==> src/hw/rtl/mbps_pkg.sv <==
package mbps_pkg;

    localparam int DefMaxPattern = 16;

    localparam int AddrW   = 48;
    localparam int CntW    = 48;
    localparam int LenW    = 5;
    localparam int PatW    = 64;
    localparam int MaskW   = 16;
    localparam int CfgIdxW = 3;

    // Configuration register indexes.
    localparam logic [CfgIdxW-1:0] CfgPatLow     = 3'd0;
    localparam logic [CfgIdxW-1:0] CfgPatHigh    = 3'd1;
    localparam logic [CfgIdxW-1:0] CfgCareMask   = 3'd2;
    localparam logic [CfgIdxW-1:0] CfgPatLen     = 3'd3;
    localparam logic [CfgIdxW-1:0] CfgRegionBase = 3'd4;

    typedef logic [7:0] t_byte;

    // Signature settings seen by the window comparator.
    typedef struct packed {
        logic [LenW-1:0]   len;
        logic [MaskW-1:0]  care;
        logic [2*PatW-1:0] pat;
    } t_sig_cfg;

endpackage

==> src/hw/rtl/mbps_match.sv <==
module mbps_match #(
    parameter int MAX_PATTERN = mbps_pkg::DefMaxPattern
) (
    input  mbps_pkg::t_sig_cfg i_sig,
    input  mbps_pkg::t_byte    i_window [MAX_PATTERN],
    output logic               o_match
);

    logic [MAX_PATTERN-1:0] w_miss;

    // Window entry k holds the byte that lines up with signature byte len-1-k.
    for (genvar k = 0; k < MAX_PATTERN; k++) begin : g_lane
        localparam logic [mbps_pkg::LenW-1:0] KVal = mbps_pkg::LenW'(k);
        logic [mbps_pkg::LenW-1:0] w_idx;
        mbps_pkg::t_byte           w_sig;

        assign w_idx = i_sig.len - 5'd1 - KVal;
        assign w_sig = i_sig.pat[{w_idx[3:0], 3'b000} +: 8];
        assign w_miss[k] = (KVal < i_sig.len) && i_sig.care[w_idx[3:0]] &&
                           (i_window[k] != w_sig);
    end

    assign o_match = ~|w_miss;

endmodule

==> src/hw/rtl/masked_byte_pattern_scanner.sv <==
// A hit is found in the compare stage and presented on o_valid from the output register when
// that register is free; otherwise it waits in the compare stage until the receiver
// takes the held hit. Throughput: one byte per cycle; the input stalls only while a hit
// waits in the output register and the next hit is ready behind it.
// Reset (synchronous, active low) clears the window, the byte count, the
// pipeline valids and the configuration registers (pattern length resets to 1).
module masked_byte_pattern_scanner #(
    parameter int MAX_PATTERN = mbps_pkg::DefMaxPattern
) (
    input  logic                         i_clk,
    input  logic                         i_rst_n,
    input  logic                         i_cfg_wr_en,
    input  logic [mbps_pkg::CfgIdxW-1:0] i_cfg_index,
    input  logic [mbps_pkg::PatW-1:0]    i_cfg_wdata,
    input  logic                         i_valid,
    output logic                         o_ready,
    input  logic [7:0]                   i_data_byte,
    input  logic                         i_region_end,
    output logic                         o_valid,
    input  logic                         i_ready,
    output logic [mbps_pkg::AddrW-1:0]   o_hit_address
);

    localparam logic [mbps_pkg::LenW-1:0] MaxLen = mbps_pkg::LenW'(MAX_PATTERN);

    // Configuration registers.
    logic [mbps_pkg::PatW-1:0]  r_pat_low;
    logic [mbps_pkg::PatW-1:0]  r_pat_high;
    logic [mbps_pkg::MaskW-1:0] r_care;
    logic [mbps_pkg::LenW-1:0]  r_len;
    logic [mbps_pkg::AddrW-1:0] r_base;

    // Scan state.
    mbps_pkg::t_byte           r_win [MAX_PATTERN];
    logic [mbps_pkg::CntW-1:0] r_seen;
    logic                      r_last;

    // Compare stage.
    logic                       r_a_vld;
    logic                       r_a_ge;
    logic [mbps_pkg::CntW-1:0]  r_a_off;

    // Output register.
    logic                       r_out_vld;
    logic [mbps_pkg::AddrW-1:0] r_out_addr;

    logic [mbps_pkg::LenW-1:0] w_len;
    logic [mbps_pkg::LenW-1:0] w_len_m1;
    logic [mbps_pkg::CntW-1:0] w_cnt;
    logic                      w_sat;
    logic [mbps_pkg::CntW-1:0] n_seen;
    logic [mbps_pkg::CntW-1:0] n_a_off;
    logic                      n_a_ge;
    mbps_pkg::t_sig_cfg        w_sig;
    logic                      w_match;
    logic                      w_hit;
    logic                      w_out_free;
    logic                      w_adv;
    logic                      w_acc;

    always_comb begin
        w_len    = (r_len > MaxLen) ? MaxLen : r_len;
        w_len_m1 = w_len - 5'd1;
        // The byte after a region end starts counting from zero again.
        w_cnt    = r_last ? '0 : r_seen;
        w_sat    = &w_cnt;
        n_seen   = w_sat ? w_cnt : w_cnt + 48'd1;
        // Start offset of a match that ends at this byte, computed from the old count.
        n_a_off  = w_sat ? w_cnt - mbps_pkg::CntW'(w_len) : w_cnt - mbps_pkg::CntW'(w_len_m1);
        n_a_ge   = (w_len != '0) && (w_sat || (w_cnt >= mbps_pkg::CntW'(w_len_m1)));
    end

    assign w_sig.len  = w_len;
    assign w_sig.care = r_care;
    assign w_sig.pat  = {r_pat_high, r_pat_low};

    mbps_match #(
        .MAX_PATTERN(MAX_PATTERN)
    ) u_match (
        .i_sig    (w_sig),
        .i_window (r_win),
        .o_match  (w_match)
    );

    assign w_hit      = r_a_vld && r_a_ge && w_match;
    assign w_out_free = !r_out_vld || i_ready;
    assign w_adv      = r_a_vld && (!w_hit || w_out_free);
    assign o_ready    = !r_a_vld || w_adv;
    assign w_acc      = i_valid && o_ready;

    always_ff @(posedge i_clk) begin
        if (!i_rst_n) begin
            r_pat_low  <= '0;
            r_pat_high <= '0;
            r_care     <= '0;
            r_len      <= 5'd1;
            r_base     <= '0;
        end else if (i_cfg_wr_en) begin
            unique case (i_cfg_index)
                mbps_pkg::CfgPatLow:     r_pat_low  <= i_cfg_wdata;
                mbps_pkg::CfgPatHigh:    r_pat_high <= i_cfg_wdata;
                mbps_pkg::CfgCareMask:   r_care     <= i_cfg_wdata[mbps_pkg::MaskW-1:0];
                mbps_pkg::CfgPatLen:     r_len      <= i_cfg_wdata[mbps_pkg::LenW-1:0];
                mbps_pkg::CfgRegionBase: r_base     <= i_cfg_wdata[mbps_pkg::AddrW-1:0];
                default: begin
                end
            endcase
        end
    end

    always_ff @(posedge i_clk) begin
        if (!i_rst_n) begin
            for (int j = 0; j < MAX_PATTERN; j++) begin
                r_win[j] <= '0;
            end
            r_seen  <= '0;
            r_last  <= 1'b0;
            r_a_vld <= 1'b0;
        end else begin
            if (w_acc) begin
                r_win[0] <= i_data_byte;
                for (int j = 1; j < MAX_PATTERN; j++) begin
                    r_win[j] <= r_win[j-1];
                end
                r_seen  <= n_seen;
                r_last  <= i_region_end;
                r_a_vld <= 1'b1;
            end else if (w_adv) begin
                r_a_vld <= 1'b0;
            end
        end
    end

    always_ff @(posedge i_clk) begin
        if (w_acc) begin
            r_a_off <= n_a_off;
            r_a_ge  <= n_a_ge;
        end
    end

    always_ff @(posedge i_clk) begin
        if (!i_rst_n) begin
            r_out_vld <= 1'b0;
        end else if (w_hit && w_out_free) begin
            r_out_vld <= 1'b1;
        end else if (i_ready) begin
            r_out_vld <= 1'b0;
        end
    end

    always_ff @(posedge i_clk) begin
        if (w_hit && w_out_free) begin
            r_out_addr <= r_base + r_a_off;
        end
    end

    assign o_valid       = r_out_vld;
    assign o_hit_address = r_out_addr;

endmodule

==> config.mk <==
export PLATFORM = sky130hd
export DESIGN_NAME = masked_byte_pattern_scanner
export DESIGN_NICKNAME = d
export VERILOG_FILES = /design/src/hw/rtl/mbps_pkg.sv /design/src/hw/rtl/mbps_match.sv /design/src/hw/rtl/masked_byte_pattern_scanner.sv
export SDC_FILE = /design/constraint.sdc
export NUM_CORES = 1
export LEC_CHECK = 0
export BUFFER_PORTS_ARGS = -buffer_cell sky130_fd_sc_hd__buf_2
export CAP_MARGIN = 20
export CORE_MARGIN = 4
export CORE_UTILIZATION = 35
export DETAILED_ROUTE_END_ITERATION = 8
export PLACE_DENSITY = 0.49
export SLEW_MARGIN = 5
export SYNTH_ARGS = -nofsm -noshare
export SYNTH_HDL_FRONTEND = slang
export SYNTH_SLANG_ARGS = --single-unit
==> constraint.sdc <==
create_clock -name i_clk -period 11.1 [get_ports i_clk]
set_clock_uncertainty 0.15 [all_clocks]
set_input_delay 1.665 -clock i_clk [delete_from_list [all_inputs] [get_ports i_clk]]
set_output_delay 1.665 -clock i_clk [all_outputs]
set_load 0.02 [all_outputs]
==> out/results.ini <==
[status]
status = complete, no violations

[logic_synthesis]
synth_area_leaders = dfxtp_1 (23%), mux4_2 (9.5%), edfxtp_1 (9.0%), mux2i_1 (8.7%), a21oi_1 (6.5%)
yosysSeqAreaShare_pct = 32.14
avgSynthCellArea_um2 = 8.662
synthArstFlopShare_pct = 0
synthFlopType = dfxtp_1
synth_edf_count = 97
ys_seq_elements = 473
syn-num-nets = 3901
synth_warnings = 0
synth.most_common_cell = nand2_1
ys_types = 89
synth_area_um2 = 32480
synthCells = 3750
synth_top_area_share_pct = 23.17
yosys-top-cells-count = nand2_1 (544), a21oi_1 (424), dfxtp_1 (376)
synth_top_area_cell = dfxtp_1

[floorplanning]
ios = 131
die_w_um = 312.6
die-height_um = 312.6
start_util_pct = 35.38
coreArea_um2 = 91800
num_rows = 111
die_area_um2 = 97740

[layout]
instances_no_fill = 4956
syn_to_final_growth_pct = 9.753
post-route-util_pct = 38.83
drive_above_1_share_pct = 12.74
multi_input_area_um2 = 20480
fillCellCount = 9339
n_antenna_cell = 0
final_nets = 3820
final_area_um2 = 35650
seqCellArea_um2 = 10450

[place]
dp.cells = 4854
port_buffers = 130
hpwl_mm = 95.24
placed_area_um2 = 33770
gp_congestion = 0.9674

[worst_setup_path]
cp.arrival_ns = 7.82
critical_path_required_ns = 9.29
cp_slowest_cell = dfxtp_1
cp_slowest_stage_delay_ns = 0.91
end_kind = primary output
cp_cell_sequence = and2b_4, inv_6, ha_1, xnor2_4, clkinv_2, ha_1, inv_1, nand3_1, nand2_1, mux4_2, xnor2_1, nand4_1, o21ai_0, o2111a_1, o211ai_1, nor2_1, nand2_1, buf_2
path_class = reg2out
startpoint_type = register
path_max_fanout = 65

[sta]
finalHoldViolations = 0
max_slew_margin_pct = 20.73
setup_violations = 0
tightest_slew_ns = 1.178
grt_setup_unrepaired = false
tns_ns = 0
fin_crit_sh_pct = 86.77
slew_violations = 0
max_freq_mhz = 103.8
min_period_ns = 9.632

[clock_tree]
cts_buffer_depth = 3
post-cts-setup-buffers = 0
hold_buffers = 0
clock-sinks = 473
post_cts_resized = 0
htreeDepth = 2
path_clk_slew_ns = 0.06
clockRootBuffer = clkbuf_16
cts_tree = done
clock_latency_ns = 0.66
cts_buffers = 56

[global_route]
grt_max_degree = 172
grt_pass1_vias = 27664
antenna_found_initial = 6
track_usage_pct = 25.56
grt_overflow = 0
grt_first_pass_wirelength_mm = 191.4

[route]
wl_met1_mm = 57.47
drtPass1Iterations = 6
drt-initial-drc-count = 3845
wl_per_cell_um = 26.23
wl_met2_mm = 56.40
viasPerCell = 6.036
vias = 29912
wl_met3_mm = 11.42
highest_layer = met5
totalWireLength_mm = 130.0
drc = 0
ant_nets = 0

[pwr]
peakVddDrop_uv = 124.9
power_density_nw_per_um2 = 128.6
p_leak_nw = 12.54
finalPower_w = 0.004584

[flow_run]
max_cap_viol_count = 0

[min_path]
min_path_type = reg2reg

## layout by cell type (no fill, tap or decap), drive strengths merged, types with 18 or more instances in the layout
master,n
nor2b,32
a211oi,33
a31oi,43
a22oi,26
nand2,544
nor4,29
o311ai,18
nand3,205
buf,179
o22ai,25
nor2,131
o22a,21
xor2,64
mux2,18
clkbuf,85
nand2b,21
nor3,62
o21ai,227
inv,56
o211ai,38
and3,26
o21a,25
dfxtp,376
a21o,36
mux4,137
mux2i,283
ha,67
edfxtp,97
a21oi,426
xnor2,133
nand4,33
## critical path: cells and delay by family (launching register included)
kind | cells | cell delay [ns]
and+or+nand+nor | 6 | 2.15
buffers and inverters | 4 | 1.29
adders and majority gates | 2 | 1.03
DFF | 1 | 0.91
AOI/OAI and AO/OA | 3 | 0.71
muxes | 1 | 0.61
xor gates and xnor gates | 2 | 0.42
## state kept, by name, summed over array words and instances, names as in the netlist
register	flops
r_seen	48
r_a_off	48
r_pat_high	64
r_a_ge	1
r_win	128
r_care	16
r_pat_low	64
o_valid	1
r_base	48
o_hit_address	48
r_len	5
r_last	1
r_a_vld	1
## final timing paths
kind                                start                      end  slack, ns  depth (start not counted)
setup reg to reg    r_len[0]$_SDFFE_PN1P_     r_a_off[1]$_DFFE_PP_       2.29                         19
hold reg to reg   r_base[22]$_SDFFE_PN0P_  r_base[22]$_SDFFE_PN0P_       0.31                          2
hold / removal    r_base[22]$_SDFFE_PN0P_  r_base[22]$_SDFFE_PN0P_       0.31                          2
setup / recovery    r_len[0]$_SDFFE_PN1P_                  o_ready       1.47                         18
## cells by family after synthesis
family / count (synthesis) / share of synthesized area [%]
simple gates: 1154 / 16.27
compound gates: 1039 / 19.38
flops: 473 / 32.14
mux: 438 / 18.84
buf+inv: 377 / 5.100
xor+xnor: 197 / 5.439
fa+ha+maj: 72 / 2.827
## area by class of cell
| type | instances | area share [%] |
|---|---|---|
| clock buffers | 85 | 4.696 |
| repair buffers | 179 | 2.945 |
| well taps | 1243 | 4.362 |
| flip-flops and latches | 473 | 29.31 |
| clock inverters | 17 | 0.5686 |
| multi-input cells | 2900 | 57.44 |
| inverters | 59 | 0.6844 |
## where the power goes
part	internal (W)	total (W)	leakage, nW	switching [W]
logic	0.000283	0.000800	7.66	0.000517
registers	0.00184	0.00190	3.98	0.0000546
clock network	0.00109	0.00189	0.903	0.000797
total	0.00322	0.00458	12.5	0.00137
## through the flow
stage,setup WS (ns),hold slack (ns)
after global routing,1.103,0.3235
after floorplan,1.431,0.2906
after global placement,2.409,0.2991
final,1.468,0.3096
after detailed placement,2.260,0.3027
after CTS,1.577,0.3115
## per-layer routing
metal | vias up | GRT usage (%)
met4 | 4 | 8.208
met2 | 1285 | 38.55
met5 | - | 0
met1 | 14744 | 36.56
met3 | 204 | 5.302
li1 | 13675 | -
Power figures use the tool's default switching activity.
